==> src/base40_name_codec_macros.svh <==
// Assertion helpers shared by the codec modules.
`ifndef BASE40_NAME_CODEC_MACROS_SVH
`define BASE40_NAME_CODEC_MACROS_SVH
`ifndef SYNTHESIS
`define B40NC_ASSERT_SAME(label, clk, rst_n, ante, cons) \
    label: assert property (@(posedge clk) disable iff (!rst_n) (ante) |-> (cons)) \
        else $error("base40_name_codec: same-cycle check failed");
`define B40NC_ASSERT_NEXT(label, clk, rst_n, ante, cons) \
    label: assert property (@(posedge clk) disable iff (!rst_n) (ante) |=> (cons)) \
        else $error("base40_name_codec: next-cycle check failed");
`else
`define B40NC_ASSERT_SAME(label, clk, rst_n, ante, cons)
`define B40NC_ASSERT_NEXT(label, clk, rst_n, ante, cons)
`endif
`endif

==> src/b40nc_pkg.sv <==
package b40nc_pkg;

    localparam int WORD_W   = 64;
    localparam int CHAR_W   = 8;
    localparam int CMD_W    = 2;
    localparam int DIGIT_W  = 6;
    localparam int CHARS_W  = 4;
    localparam int CHUNK_W  = 8;

    localparam int RADIX             = 40;
    localparam int LETTERS           = 26;
    localparam int DIGIT_UNDERSCORE  = 36;
    localparam int MAX_NAME_CHARS_DEF = 12;

    localparam logic [CMD_W-1:0] CMD_ENCODE = 2'd0;
    localparam logic [CMD_W-1:0] CMD_END    = 2'd1;
    localparam logic [CMD_W-1:0] CMD_DECODE = 2'd2;

    localparam logic KIND_WORD = 1'b0;
    localparam logic KIND_CHAR = 1'b1;

    localparam logic [CHAR_W-1:0] CH_LC_A      = 8'h61;
    localparam logic [CHAR_W-1:0] CH_LC_Z      = 8'h7a;
    localparam logic [CHAR_W-1:0] CH_UC_A      = 8'h41;
    localparam logic [CHAR_W-1:0] CH_UC_Z      = 8'h5a;
    localparam logic [CHAR_W-1:0] CH_ZERO      = 8'h30;
    localparam logic [CHAR_W-1:0] CH_NINE      = 8'h39;
    localparam logic [CHAR_W-1:0] CH_UNDERLINE = 8'h5f;

    typedef enum logic [2:0] {
        ST_IDLE,
        ST_EMIT_WORD,
        ST_EMIT_EMPTY,
        ST_DIV,
        ST_DIGIT
    } state_t;

    typedef struct packed {
        logic              step;
        logic              flush;
        logic              last;
        logic [CHAR_W-1:0] char_byte;
    } enc_ctrl_t;

    typedef struct packed {
        logic              start;
        logic              load;
        logic [WORD_W-1:0] word;
    } div_ctrl_t;

    typedef struct packed {
        logic               busy;
        logic               last_step;
        logic               quot_zero;
        logic [DIGIT_W-1:0] digit;
    } div_stat_t;

    typedef struct packed {
        logic               keep;
        logic [DIGIT_W-1:0] digit;
    } digit_info_t;

    function automatic digit_info_t char_to_digit(input logic [CHAR_W-1:0] b);
        digit_info_t info;
        info.keep  = 1'b1;
        info.digit = '0;
        if (b >= CH_LC_A && b <= CH_LC_Z) begin
            info.digit = DIGIT_W'(b - CH_LC_A);
        end
        else if (b >= CH_UC_A && b <= CH_UC_Z) begin
            info.digit = DIGIT_W'(b - CH_UC_A);
        end
        else if (b >= CH_ZERO && b <= CH_NINE) begin
            info.digit = DIGIT_W'(b - CH_ZERO) + DIGIT_W'(LETTERS);
        end
        else if (b == CH_UNDERLINE) begin
            info.digit = DIGIT_W'(DIGIT_UNDERSCORE);
        end
        else begin
            info.keep = 1'b0;
        end
        return info;
    endfunction

    function automatic logic [CHAR_W-1:0] digit_to_char(input logic [DIGIT_W-1:0] d);
        logic [CHAR_W-1:0] c;
        c = '0;
        if (d < DIGIT_W'(LETTERS)) begin
            c = CH_LC_A + CHAR_W'(d);
        end
        else if (d < DIGIT_W'(DIGIT_UNDERSCORE)) begin
            c = CH_ZERO + CHAR_W'(d - DIGIT_W'(LETTERS));
        end
        else if (d == DIGIT_W'(DIGIT_UNDERSCORE)) begin
            c = CH_UNDERLINE;
        end
        return c;
    endfunction

endpackage

==> src/b40nc_in_if.sv <==
interface b40nc_in_if;
    logic                         valid;
    logic                         ready;
    logic [b40nc_pkg::CMD_W-1:0]  command;
    logic [b40nc_pkg::CHAR_W-1:0] char_byte;
    logic                         last_char;
    logic [b40nc_pkg::WORD_W-1:0] id_word;

    modport source (output valid, command, char_byte, last_char, id_word, input ready);
    modport sink (input valid, command, char_byte, last_char, id_word, output ready);
endinterface

==> src/b40nc_out_if.sv <==
interface b40nc_out_if;
    logic                         valid;
    logic                         ready;
    logic                         kind;
    logic [b40nc_pkg::WORD_W-1:0] packed_word;
    logic [b40nc_pkg::CHAR_W-1:0] char_out;
    logic                         char_valid;
    logic                         last_out;
    logic                         error;

    modport source (output valid, kind, packed_word, char_out, char_valid, last_out, error,
                    input ready);
    modport sink (input valid, kind, packed_word, char_out, char_valid, last_out, error,
                  output ready);
endinterface

==> src/base40_name_codec.sv <==
// Base-40 name codec.
// The items channel takes one command per beat. An encode beat adds one
// character to the name being built; when it carries the last-character
// mark, or when an end beat arrives, the packed word is registered in the
// encoder and then loaded into the output register once that is free.
// A decode beat takes a 64-bit word and returns its characters, least
// significant digit first, one result beat each, with the last one marked.
// Each digit comes out of a single divide-by-40 unit that handles eight
// bits of the word per cycle; a full word has up to thirteen digits, and
// decoding zero gives one empty beat.
// The block takes no new command while it is finishing one. While the
// receiver holds ready low with a result waiting in the output register,
// the next result is held back, but a division in progress runs on.
// Reset clears the name being built and returns the block to idle with no
// result pending.
`include "base40_name_codec_macros.svh"

module base40_name_codec #(
    parameter int MAX_NAME_CHARS = b40nc_pkg::MAX_NAME_CHARS_DEF
) (
    input  logic         clk,
    input  logic         rst_n,
    b40nc_in_if.sink     items,
    b40nc_out_if.source  results
);

    b40nc_pkg::state_t    state_reg, state_next;
    b40nc_pkg::enc_ctrl_t enc_ctrl;
    b40nc_pkg::div_ctrl_t div_ctrl;
    b40nc_pkg::div_stat_t div_stat;

    logic [b40nc_pkg::WORD_W-1:0] enc_word;
    logic                         accept;
    logic                         slot_free;
    logic                         load_out;
    logic                         word_zero;

    logic                         out_valid_reg, out_valid_next;
    logic                         kind_reg, kind_next;
    logic [b40nc_pkg::WORD_W-1:0] word_reg, word_next;
    logic [b40nc_pkg::CHAR_W-1:0] char_reg, char_next;
    logic                         cvalid_reg, cvalid_next;
    logic                         last_reg, last_next;
    logic                         error_reg, error_next;

    b40nc_enc #(
        .MAX_NAME_CHARS(MAX_NAME_CHARS)
    ) u_enc (
        .clk  (clk),
        .rst_n(rst_n),
        .ctrl (enc_ctrl),
        .word (enc_word)
    );

    b40nc_div u_div (
        .clk  (clk),
        .rst_n(rst_n),
        .ctrl (div_ctrl),
        .stat (div_stat)
    );

    assign accept    = items.valid && items.ready;
    assign slot_free = !out_valid_reg || results.ready;
    assign word_zero = (items.id_word == '0);

    always_comb
    begin
        state_next = state_reg;
        unique case (state_reg) inside
            b40nc_pkg::ST_IDLE:
            begin
                if (accept) begin
                    unique case (items.command)
                        b40nc_pkg::CMD_ENCODE:
                        begin
                            if (items.last_char) begin
                                state_next = b40nc_pkg::ST_EMIT_WORD;
                            end
                        end
                        b40nc_pkg::CMD_END:
                        begin
                            state_next = b40nc_pkg::ST_EMIT_WORD;
                        end
                        b40nc_pkg::CMD_DECODE:
                        begin
                            state_next = word_zero ? b40nc_pkg::ST_EMIT_EMPTY
                                                   : b40nc_pkg::ST_DIV;
                        end
                        default:
                        begin
                            state_next = b40nc_pkg::ST_IDLE;
                        end
                    endcase
                end
            end
            b40nc_pkg::ST_EMIT_WORD, b40nc_pkg::ST_EMIT_EMPTY:
            begin
                if (slot_free) begin
                    state_next = b40nc_pkg::ST_IDLE;
                end
            end
            b40nc_pkg::ST_DIV:
            begin
                if (div_stat.last_step) begin
                    state_next = b40nc_pkg::ST_DIGIT;
                end
            end
            b40nc_pkg::ST_DIGIT:
            begin
                if (slot_free) begin
                    state_next = div_stat.quot_zero ? b40nc_pkg::ST_IDLE
                                                    : b40nc_pkg::ST_DIV;
                end
            end
            default:
            begin
                state_next = b40nc_pkg::ST_IDLE;
            end
        endcase
    end

    always_comb
    begin
        items.ready        = 1'b0;
        enc_ctrl.step      = 1'b0;
        enc_ctrl.flush     = 1'b0;
        enc_ctrl.last      = items.last_char;
        enc_ctrl.char_byte = items.char_byte;
        div_ctrl.start     = 1'b0;
        div_ctrl.load      = 1'b0;
        div_ctrl.word      = items.id_word;
        load_out           = 1'b0;
        kind_next          = b40nc_pkg::KIND_WORD;
        word_next          = '0;
        char_next          = '0;
        cvalid_next        = 1'b0;
        last_next          = 1'b1;
        error_next         = 1'b0;
        unique case (state_reg)
            b40nc_pkg::ST_IDLE:
            begin
                items.ready = 1'b1;
                if (accept) begin
                    unique case (items.command)
                        b40nc_pkg::CMD_ENCODE:
                        begin
                            enc_ctrl.step = 1'b1;
                        end
                        b40nc_pkg::CMD_END:
                        begin
                            enc_ctrl.flush = 1'b1;
                        end
                        b40nc_pkg::CMD_DECODE:
                        begin
                            div_ctrl.start = !word_zero;
                            div_ctrl.load  = 1'b1;
                        end
                        default:
                        begin
                            enc_ctrl.step = 1'b0;
                        end
                    endcase
                end
            end
            b40nc_pkg::ST_EMIT_WORD:
            begin
                load_out  = slot_free;
                word_next = enc_word;
            end
            b40nc_pkg::ST_EMIT_EMPTY:
            begin
                load_out  = slot_free;
                kind_next = b40nc_pkg::KIND_CHAR;
            end
            b40nc_pkg::ST_DIV:
            begin
                load_out = 1'b0;
            end
            b40nc_pkg::ST_DIGIT:
            begin
                load_out       = slot_free;
                kind_next      = b40nc_pkg::KIND_CHAR;
                char_next      = b40nc_pkg::digit_to_char(div_stat.digit);
                cvalid_next    = 1'b1;
                last_next      = div_stat.quot_zero;
                error_next     = div_stat.digit > b40nc_pkg::DIGIT_W'(b40nc_pkg::DIGIT_UNDERSCORE);
                div_ctrl.start = slot_free && !div_stat.quot_zero;
            end
            default:
            begin
                load_out = 1'b0;
            end
        endcase
    end

    always_comb
    begin
        out_valid_next = out_valid_reg;
        if (load_out) begin
            out_valid_next = 1'b1;
        end
        else if (results.ready) begin
            out_valid_next = 1'b0;
        end
    end

    always_ff @(posedge clk or negedge rst_n)
    begin
        if (!rst_n) begin
            state_reg     <= b40nc_pkg::ST_IDLE;
            out_valid_reg <= 1'b0;
        end
        else begin
            state_reg     <= state_next;
            out_valid_reg <= out_valid_next;
        end
    end

    always_ff @(posedge clk)
    begin
        if (load_out) begin
            kind_reg   <= kind_next;
            word_reg   <= word_next;
            char_reg   <= char_next;
            cvalid_reg <= cvalid_next;
            last_reg   <= last_next;
            error_reg  <= error_next;
        end
    end

    assign results.valid       = out_valid_reg;
    assign results.kind        = kind_reg;
    assign results.packed_word = word_reg;
    assign results.char_out    = char_reg;
    assign results.char_valid  = cvalid_reg;
    assign results.last_out    = last_reg;
    assign results.error       = error_reg;

    `B40NC_ASSERT_SAME(a_word_beat_clean, clk, rst_n, results.valid && results.kind == b40nc_pkg::KIND_WORD, !results.char_valid && !results.error && results.last_out)
    `B40NC_ASSERT_SAME(a_digit_after_div, clk, rst_n, state_reg == b40nc_pkg::ST_DIGIT, !div_stat.busy)
    `B40NC_ASSERT_NEXT(a_decode_starts, clk, rst_n, accept && items.command == b40nc_pkg::CMD_DECODE && !word_zero, state_reg == b40nc_pkg::ST_DIV && div_stat.busy)

endmodule

==> src/b40nc_enc.sv <==
module b40nc_enc #(
    parameter int MAX_NAME_CHARS = b40nc_pkg::MAX_NAME_CHARS_DEF
) (
    input  logic                         clk,
    input  logic                         rst_n,
    input  b40nc_pkg::enc_ctrl_t         ctrl,
    output logic [b40nc_pkg::WORD_W-1:0] word
);

    logic [b40nc_pkg::WORD_W-1:0]  acc_reg, acc_next;
    logic [b40nc_pkg::WORD_W-1:0]  weight_reg, weight_next;
    logic [b40nc_pkg::CHARS_W-1:0] seen_reg, seen_next;
    logic [b40nc_pkg::WORD_W-1:0]  word_reg, word_next;
    logic [b40nc_pkg::WORD_W-1:0]  acc_sum;
    logic [b40nc_pkg::WORD_W-1:0]  weight_mul;
    logic                          room;
    b40nc_pkg::digit_info_t        info;

    assign info       = b40nc_pkg::char_to_digit(ctrl.char_byte);
    assign room       = seen_reg < b40nc_pkg::CHARS_W'(MAX_NAME_CHARS);
    assign acc_sum    = acc_reg + weight_reg * b40nc_pkg::WORD_W'(info.digit);
    assign weight_mul = (weight_reg << 5) + (weight_reg << 3);

    always_comb
    begin
        acc_next    = acc_reg;
        weight_next = weight_reg;
        seen_next   = seen_reg;
        word_next   = word_reg;
        if (ctrl.step && room) begin
            seen_next = seen_reg + 1'b1;
            if (info.keep) begin
                acc_next    = acc_sum;
                weight_next = weight_mul;
            end
        end
        if ((ctrl.step && ctrl.last) || ctrl.flush) begin
            word_next   = acc_next;
            acc_next    = '0;
            weight_next = b40nc_pkg::WORD_W'(1);
            seen_next   = '0;
        end
    end

    always_ff @(posedge clk or negedge rst_n)
    begin
        if (!rst_n) begin
            acc_reg    <= '0;
            weight_reg <= b40nc_pkg::WORD_W'(1);
            seen_reg   <= '0;
        end
        else begin
            acc_reg    <= acc_next;
            weight_reg <= weight_next;
            seen_reg   <= seen_next;
        end
    end

    always_ff @(posedge clk)
    begin
        word_reg <= word_next;
    end

    assign word = word_reg;

endmodule

==> src/b40nc_div.sv <==
`include "base40_name_codec_macros.svh"

module b40nc_div (
    input  logic                 clk,
    input  logic                 rst_n,
    input  b40nc_pkg::div_ctrl_t ctrl,
    output b40nc_pkg::div_stat_t stat
);

    localparam int STEPS = b40nc_pkg::WORD_W / b40nc_pkg::CHUNK_W;
    localparam int CNT_W = $clog2(STEPS);

    logic [b40nc_pkg::WORD_W-1:0]  div_reg, div_next;
    logic [b40nc_pkg::DIGIT_W-1:0] rem_reg, rem_next;
    logic [CNT_W-1:0]              cnt_reg, cnt_next;
    logic                          busy_reg, busy_next;
    logic [b40nc_pkg::DIGIT_W-1:0] step_rem;
    logic [b40nc_pkg::CHUNK_W-1:0] step_quot;
    logic                          last_step;

    // Restoring division of the top chunk by the radix, one bit per inner step.
    always_comb
    begin
        logic [b40nc_pkg::DIGIT_W:0]   trial;
        logic [b40nc_pkg::DIGIT_W-1:0] r;
        r         = rem_reg;
        step_quot = '0;
        for (int i = b40nc_pkg::CHUNK_W - 1; i >= 0; i--) begin
            trial = {r, div_reg[b40nc_pkg::WORD_W - b40nc_pkg::CHUNK_W + i]};
            if (trial >= (b40nc_pkg::DIGIT_W + 1)'(b40nc_pkg::RADIX)) begin
                trial        = trial - (b40nc_pkg::DIGIT_W + 1)'(b40nc_pkg::RADIX);
                step_quot[i] = 1'b1;
            end
            r = trial[b40nc_pkg::DIGIT_W-1:0];
        end
        step_rem = r;
    end

    assign last_step = busy_reg && (cnt_reg == CNT_W'(STEPS - 1));

    always_comb
    begin
        div_next  = div_reg;
        rem_next  = rem_reg;
        cnt_next  = cnt_reg;
        busy_next = busy_reg;
        if (ctrl.start) begin
            if (ctrl.load) begin
                div_next = ctrl.word;
            end
            rem_next  = '0;
            cnt_next  = '0;
            busy_next = 1'b1;
        end
        else if (busy_reg) begin
            div_next  = {div_reg[b40nc_pkg::WORD_W-b40nc_pkg::CHUNK_W-1:0], step_quot};
            rem_next  = step_rem;
            cnt_next  = cnt_reg + 1'b1;
            busy_next = !last_step;
        end
    end

    always_ff @(posedge clk or negedge rst_n)
    begin
        if (!rst_n) begin
            rem_reg  <= '0;
            cnt_reg  <= '0;
            busy_reg <= 1'b0;
        end
        else begin
            rem_reg  <= rem_next;
            cnt_reg  <= cnt_next;
            busy_reg <= busy_next;
        end
    end

    always_ff @(posedge clk)
    begin
        div_reg <= div_next;
    end

    assign stat.busy      = busy_reg;
    assign stat.last_step = last_step;
    assign stat.quot_zero = (div_reg == '0);
    assign stat.digit     = rem_reg;

    `B40NC_ASSERT_SAME(a_rem_below_radix, clk, rst_n, 1'b1, rem_reg < b40nc_pkg::DIGIT_W'(b40nc_pkg::RADIX))
    `B40NC_ASSERT_NEXT(a_start_sets_busy, clk, rst_n, ctrl.start, busy_reg && cnt_reg == '0)
    `B40NC_ASSERT_NEXT(a_last_step_ends, clk, rst_n, last_step && !ctrl.start, !busy_reg)

endmodule

==> src/flat_wrapper.sv <==
// flat-port wrapper written by rule: the top's interface ports become plain ports
module base40_name_codec_flat 
#(
    parameter int MAX_NAME_CHARS = b40nc_pkg::MAX_NAME_CHARS_DEF
)
  (clk, rst_n, items_valid, items_command, items_char_byte, items_last_char, items_id_word, items_ready, results_valid, results_kind, results_packed_word, results_char_out, results_char_valid, results_last_out, results_error, results_ready);
  b40nc_in_if items_i ();
  b40nc_out_if results_i ();
  input  logic clk;
  input  logic rst_n;
  input wire logic [$bits(items_i.valid)-1:0] items_valid;
  input wire logic [$bits(items_i.command)-1:0] items_command;
  input wire logic [$bits(items_i.char_byte)-1:0] items_char_byte;
  input wire logic [$bits(items_i.last_char)-1:0] items_last_char;
  input wire logic [$bits(items_i.id_word)-1:0] items_id_word;
  output wire logic [$bits(items_i.ready)-1:0] items_ready;
  output wire logic [$bits(results_i.valid)-1:0] results_valid;
  output wire logic [$bits(results_i.kind)-1:0] results_kind;
  output wire logic [$bits(results_i.packed_word)-1:0] results_packed_word;
  output wire logic [$bits(results_i.char_out)-1:0] results_char_out;
  output wire logic [$bits(results_i.char_valid)-1:0] results_char_valid;
  output wire logic [$bits(results_i.last_out)-1:0] results_last_out;
  output wire logic [$bits(results_i.error)-1:0] results_error;
  input wire logic [$bits(results_i.ready)-1:0] results_ready;
  assign items_i.valid = items_valid;
  assign items_i.command = items_command;
  assign items_i.char_byte = items_char_byte;
  assign items_i.last_char = items_last_char;
  assign items_i.id_word = items_id_word;
  assign items_ready = items_i.ready;
  assign results_valid = results_i.valid;
  assign results_kind = results_i.kind;
  assign results_packed_word = results_i.packed_word;
  assign results_char_out = results_i.char_out;
  assign results_char_valid = results_i.char_valid;
  assign results_last_out = results_i.last_out;
  assign results_error = results_i.error;
  assign results_i.ready = results_ready;
  base40_name_codec #(.MAX_NAME_CHARS(MAX_NAME_CHARS)) u_core (.clk(clk), .rst_n(rst_n), .items(items_i), .results(results_i));
endmodule
==> config.mk <==
export PLATFORM = sky130hd
export DESIGN_NAME = base40_name_codec_flat
export DESIGN_NICKNAME = d
export VERILOG_FILES = /design/src/b40nc_pkg.sv /design/src/b40nc_in_if.sv /design/src/b40nc_out_if.sv /design/src/base40_name_codec.sv /design/src/b40nc_enc.sv /design/src/b40nc_div.sv /design/src/flat_wrapper.sv
export VERILOG_INCLUDE_DIRS = /design/src /design/src/src
export SDC_FILE = /design/constraint.sdc
export NUM_CORES = 1
export LEC_CHECK = 0
export ABC_CLOCK_PERIOD_IN_PS = 9800
export BUFFER_PORTS_ARGS = -buffer_cell sky130_fd_sc_hd__buf_4
export CORE_ASPECT_RATIO = 1.1
export CORE_UTILIZATION = 35
export CTS_CLUSTER_DIAMETER = 120
export DETAILED_ROUTE_END_ITERATION = 6
export PLACE_DENSITY_LB_ADDON = 0.25
export SETUP_SLACK_MARGIN = 0.5
export SYNTH_ARGS = -nofsm -noshare
export SYNTH_HDL_FRONTEND = slang
export SYNTH_SLANG_ARGS = --single-unit
==> constraint.sdc <==
create_clock -name clk -period 9.8 [get_ports clk]
set_clock_uncertainty 0.1 [all_clocks]
set_input_delay 0.98 -clock clk [delete_from_list [all_inputs] [get_ports clk]]
set_output_delay 0.98 -clock clk [all_outputs]
set_load 0.02 [all_outputs]
# After elaboration in Yosys (flattened, before gate mapping)
# Index checks and enable logic that the tools add are counted.
dict set report totals {
  regBits 350
  wordCells 164
}
dict set report classes {
  addsub 19
  n_mul 1
  n_lt_le_gt_ge 18
  n_eq_ne 15
  muxes 67
  reduce_logical 28
}
# operator count
set op_table {}
lappend op_table {{2-to-1 mux 64 bit} 9}
lappend op_table {{adder 64 bit} 2}
lappend op_table {{zero test 64 bit} 2}
lappend op_table {{2-to-1 mux 6 bit} 14}
lappend op_table {{multiplier 64 x 6 -> 64 bit} 1}
lappend op_table {{subtractor 6 bit, second input constant} 10}
lappend op_table {{greater-or-equal comparator 7 x 6 -> 1 bit, second input constant} 8}
lappend op_table {{2-to-1 mux 1 bit} 24}
lappend op_table {{2-to-1 mux 3 bit} 7}
lappend op_table {{greater-or-equal comparator 8 x 7 -> 1 bit, second input constant} 2}
lappend op_table {{less-or-equal comparator 8 x 7 -> 1 bit, second input constant} 2}
lappend op_table {{2-to-1 mux 8 bit} 2}
lappend op_table {{case mux 3 bit (4 select lines)} 1}
lappend op_table {{2-to-1 mux 2 bit} 5}
lappend op_table {{case mux 3 bit (3 select lines)} 1}
lappend op_table {{adder 6 x 8 -> 8 bit, first input constant} 1}
lappend op_table {{adder 7 x 6 -> 8 bit, first input constant} 1}
lappend op_table {{equality test 8 x 7 -> 1 bit, second input constant} 1}
lappend op_table {{greater-or-equal comparator 8 x 6 -> 1 bit, second input constant} 1}
lappend op_table {{less-or-equal comparator 8 x 6 -> 1 bit, second input constant} 1}
lappend op_table {{logical AND 1 bit} 8}
lappend op_table {{2-to-1 mux 4 bit} 2}
lappend op_table {{nonzero test 2 bit} 4}
lappend op_table {{2-to-1 mux 7 bit} 1}
lappend op_table {{other kinds (27)} 38}

# Logic depth before layout (Yosys ltp)
dict set report depth {
  ltp_word 18
  ltp_mapped 42
  mapped_depth_nobuf 41
}

# Modules after synthesis
# A second synthesis with hierarchy kept.
dict set report unflattened {
  hier_cells 3345
  hier_area_um2 31706.7
}
# module instances cells_each area_per_inst_um2 seq_area_each_um2
set modules_own_cells {}
lappend modules_own_cells {b40nc_enc 1 2663 23436.2 5076.1}
lappend modules_own_cells {b40nc_div 1 414 4667.0 2172.1}
lappend modules_own_cells {base40_name_codec 1 268 3603.5 2382.3}

# Worst setup path after synthesis
# Ideal clock, no wire load.
dict set report synth_path {
  kind {input-to-reg}
  from {in items_char_byte[2]}
  to {reg u_core.u_enc.acc_reg[63] (netlist bit)}
  setup_time_ns 0.119
  t_arrival_ns 8.351
  t_required_ns 9.581
  slack_ns 1.230
  cell_stages 31
  path_buffers 2
  cell_sequence {clkbuf_1 > inv_1 > ha_1 > nor2b_1 > nor2b_1 > a311o_1 > nand4b_1 > nor3b_1 > nor2_1 > clkbuf_1 > and2_1 > fa_1 > fa_1 > fa_1 > inv_1 > fa_1 > inv_1 > ha_1 > nand3_1 > nor2_1 > nand2_1 > or4b_2 > a41oi_1 > a21oi_1 > o311ai_0 > a311oi_1 > o21bai_1 > a21oi_1 > xnor2_1 > a21oi_1 > and2_1}
}
dict set report synth_via {
  elab_chain_cells 10
  word_cells_on_any_way 27
}
# item line
set synth_rtl {}
lappend synth_rtl {{start: declaration} flat_wrapper.sv:13} ;# input wire logic [$bits(items_i.char_byte)-1:0] items_char_byte;
lappend synth_rtl {{subtractor 6 bit, or another cell as far along} b40nc_pkg.sv:74} ;# info.digit = DIGIT_W'(b - CH_ZERO) + DIGIT_W'(LETTERS);
lappend synth_rtl {{adder 6 x 5 -> 6 bit, or another cell as far along} b40nc_pkg.sv:74}
lappend synth_rtl {{2-to-1 mux 6 bit} b40nc_pkg.sv:73} ;# else if (b >= CH_ZERO && b <= CH_NINE) begin
lappend synth_rtl {{2-to-1 mux 6 bit} b40nc_pkg.sv:70} ;# else if (b >= CH_UC_A && b <= CH_UC_Z) begin
lappend synth_rtl {{2-to-1 mux 6 bit} b40nc_pkg.sv:67} ;# if (b >= CH_LC_A && b <= CH_LC_Z) begin
lappend synth_rtl {{multiplier 64 x 6 -> 64 bit} b40nc_enc.sv:21} ;# assign acc_sum = acc_reg + weight_reg * b40nc_pkg::WORD_W'(info.digit);
lappend synth_rtl {{adder 64 bit} b40nc_enc.sv:21}
lappend synth_rtl {{2-to-1 mux 64 bit *} b40nc_enc.sv:32} ;# if (info.keep) begin
lappend synth_rtl {{2-to-1 mux 64 bit *} b40nc_enc.sv:30} ;# if (ctrl.step && room) begin
lappend synth_rtl {{2-to-1 mux 64 bit *} b40nc_enc.sv:37} ;# if ((ctrl.step && ctrl.last) || ctrl.flush) begin
lappend synth_rtl {{via u_core.u_enc.acc_next, one bit} b40nc_enc.sv:10} ;# logic [b40nc_pkg::WORD_W-1:0] acc_reg, acc_next;
lappend synth_rtl {{end signal: assignment} b40nc_enc.sv:53} ;# acc_reg <= acc_next;
lappend synth_rtl {{end: declaration} b40nc_enc.sv:10}
# Mark *: on every way through the listed nets, which the timed path passes. The rest lies on a longest branch.
# A chain may end at the register's enable or synchronous reset.

# Worst setup path after layout
dict set report layout_path {
  from {in items_char_byte[2]}
  to {reg u_core.u_enc.acc_reg[62] (netlist bit)}
}
# Same word-level chain as after synthesis.

==> impl_metrics.env <==
export IMPL_area_delta_synth_final_pct=12.5
export IMPL_yosysSeqAreaShare_pct=31.8
export IMPL_dr_pass1_iters=5
export IMPL_syn_avg_cell_area_sq_um=9.56
export IMPL_die_w_um=283
export IMPL_ys_seq_elements=344
export IMPL_grt_overflow_total=0
export IMPL_cp_required_ns=10.17
export IMPL_viasPerCell=5.02
export IMPL_wl_per_cell_um=17.1
export IMPL_rsz0062_at_grt="yes"
export IMPL_drv_cap=0
export IMPL_r2r_worst_path_cells=39
export IMPL_fin_ws_ns=1.00
export IMPL_power_density_nw_per_um2=243
export IMPL_htree_num_levels=2
export IMPL_initial_core_util_pct=35.5
export IMPL_fmax_ghz=0.114
export IMPL_synth_edf_count=204
export IMPL_post_route_min_period_ns=8.80
export IMPL_synthTopCellsByArea="edfxtp_1, fa_1, dfrtp_1, ha_1, and2_1"
export IMPL_diodes=0
export IMPL_clock_latency_ns=0.58
export IMPL_routed_via_count=22326
export IMPL_synth_top_area_cell="edfxtp_1"
export IMPL_crit_start="items_char_byte[2]"
export IMPL_antenna_found_initial=0
export IMPL_yosys_cell_types_count=96
export IMPL_core_rowCount=112
export IMPL_synth_top_area_share_pct=20.2
export IMPL_worstSetupEndpointType="flip-flop"
export IMPL_status="finished clean"
export IMPL_gr_usage_met1_pct=24.3
export IMPL_cts_made_buffers=38
export IMPL_cp_arrival_ns=9.17
export IMPL_critical_path_slowest_cell="nor3b_1"
export IMPL_clock_sinks=344
export IMPL_hp_class="input port to async pin"
export IMPL_post_route_period_util_pct=89.8
export IMPL_dp_hpwl_um=57600
export IMPL_cts_buffer_depth=3
export IMPL_slowest_delay_ns=0.58
export IMPL_grt_pass1_wl_um=123000
export IMPL_hold_viol=0
export IMPL_drive_above_1_share_pct=11.2
export IMPL_worst_pin_slew_ns=1.07
export IMPL_ctsRootBufferMaster="clkbuf_16"
export IMPL_placedCellCount=4375
export IMPL_met3_usage_pct=2.33
export IMPL_async_reset_ff_share_pct=40.7
export IMPL_io_pins=157
export IMPL_synthTopCellsByCount="inv_1, nand2_1, and2_1"
export IMPL_grt_usage_pct=17.5
export IMPL_p_leak_uw=0.0158
export IMPL_drcViolationCount=0
export IMPL_synthCells=3173
export IMPL_rr_startpoint="u_core.u_div.rem_reg[1]$_DFFE_PN0P_"
export IMPL_io_buffers=156
export IMPL_dp_slack_ns=0.422
export IMPL_critPathMaxFanout=12
export IMPL_clk_pin_slew_worst_paths_ns=0.07
export IMPL_synth_most_common_cell="inv_1"
export IMPL_slew_headroom_pct=28.9
export IMPL_use_met2_pct=28.8
export IMPL_gp_congestion=0.867
export IMPL_slew_viol_final=0
export IMPL_drtIter0Drc=1247
export IMPL_syn_area_sq_um=30300
export IMPL_first_global_vias=22640
export IMPL_core_area_sq_um=85300
export IMPL_grt_busiest_layer="met2"
export IMPL_finalSetupViolCount=0
export IMPL_postCtsHoldBufs=0
export IMPL_die_area_sq_um=87800
export IMPL_tritoncts="done"
export IMPL_yosys_warnings=0
export IMPL_worst_path_most_repeated_cell="fa_1"
export IMPL_start_kind="input port"
export IMPL_vdd_drop_max_v=0.000649
export IMPL_critPathKind="input port to flip-flop"
export IMPL_wl_um=76200
export IMPL_fin_cells=4445
export IMPL_synth_ff_type="edfxtp_1"
export IMPL_die_y_um=311
export IMPL_setup_tns_ns=0
export IMPL_ant_nets=0
export IMPL_grt_max_degree=83
export IMPL_nets=3793
-- report_power, final --
group | switching [uW] | internal [uW]
logic | 2640 | 1820
clock network | 647 | 819
registers | 272 | 2090
total | 3560 | 4730
-- final timing paths --
check | slack [ns] | to
max in group asynchronous | 7.57 | u_core.u_enc.acc_reg[53]$_DFF_PN0_
worst max-delay path | 1.00 | u_core.u_enc.acc_reg[62]$_DFF_PN0_
worst min-delay path | 0.20 | u_core.u_enc.weight_reg[15]$_DFFE_PN0P_
worst max register to register | 1.06 | u_core.u_div.rem_reg[3]$_DFFE_PN0P_
min in group clk | 0.41 | u_core.results.packed_word[20]$_SDFFCE_PP0P_
worst min register to register | 0.41 | u_core.results.packed_word[20]$_SDFFCE_PP0P_
-- what timing repair did --
item | in CTS | in global routing
buffers inserted | 0 | 0
resized for setup | 0 | 9
setup endpoints to repair | 0 | 6
-- worst max-delay path: cells and delay by family --
kind            cells  cell delay [ns]
compound gates     11             2.50
fa+ha+maj           6             2.47
simple gates        8             2.13
buf+inv             5             0.63
mux                 1             0.28
xor+xnor            1             0.16
-- per-layer routing --
layer,part of all wire (%),vias up
li1,-,10854
met2,47,434
met1,46,10966
met4,2.1,0
met3,4.1,72
met5,0,-
-- through the flow --
step / utilization [%] / hold WS (ns) / instance area (sq um) / power (uW)
detailed placement: 38.4 / 0.398 / 32800 / 6740
global route: 40.0 / 0.207 / 34100 / 8880
finish: 40.0 / 0.198 / 34100 / 8290
CTS: 39.9 / 0.187 / 34100 / 8260
global placement: 38.4 / 0.385 / 32800 / 6740
floorplan: - / 0.366 / 30300 / 5710
-- cell families (layout without fill, tap and decap cells) --
group / count (synthesis) / in the layout / synth area share (%)
other: 2 / 5 / 0.0248
flip-flops: 344 / 344 / 31.8
multiplexers: 76 / 76 / 2.82
XOR/XNOR: 125 / 125 / 3.61
buffers and inverters: 539 / 668 / 6.76
AND/OR/NAND/NOR: 1055 / 1055 / 17.7
adder cells (fa/ha/maj): 439 / 439 / 24.9
AO/OA/AOI/OAI: 593 / 593 / 12.5
-- area by class of cell --
class                   count  area [sq um]
repair buffers            187          1410
flip-flops and latches    344          9630
multi-input cells        2293         18800
inverters                 411          1550
fillers                  8463         51200
well taps                1140          1430
clock buffers              52          1040
clock inverters            18           221
-- placed cells by master (no fill, tap or decap), drive strengths merged, types with 6 or more instances in the layout --
cell type | synthesis | layout
xor2 | 41 | 41
ha | 167 | 167
inv | 411 | 414
nand3 | 39 | 39
dfrtp | 139 | 139
or3 | 7 | 7
o21ai | 140 | 140
clkbuf | 113 | 52
fa | 272 | 272
a31oi | 27 | 27
o21bai | 9 | 9
a211oi | 27 | 27
buf | 15 | 187
o211ai | 12 | 12
or2 | 8 | 8
nor3b | 8 | 8
nor2 | 113 | 113
and2 | 308 | 308
nand4 | 32 | 32
nor3 | 28 | 28
mux2 | 63 | 63
o31ai | 13 | 13
nand2b | 15 | 15
and3 | 12 | 12
mux2i | 13 | 13
o31a | 6 | 6
a2111oi | 9 | 9
o21a | 18 | 18
a21o | 84 | 84
xnor2 | 84 | 84
nand2 | 396 | 396
o22ai | 6 | 6
nor2b | 14 | 14
nor4 | 39 | 39
a21oi | 183 | 183
edfxtp | 204 | 204
and4 | 9 | 9
clkinv | 0 | 9
Note: power is estimated with default switching activity, not from simulation.
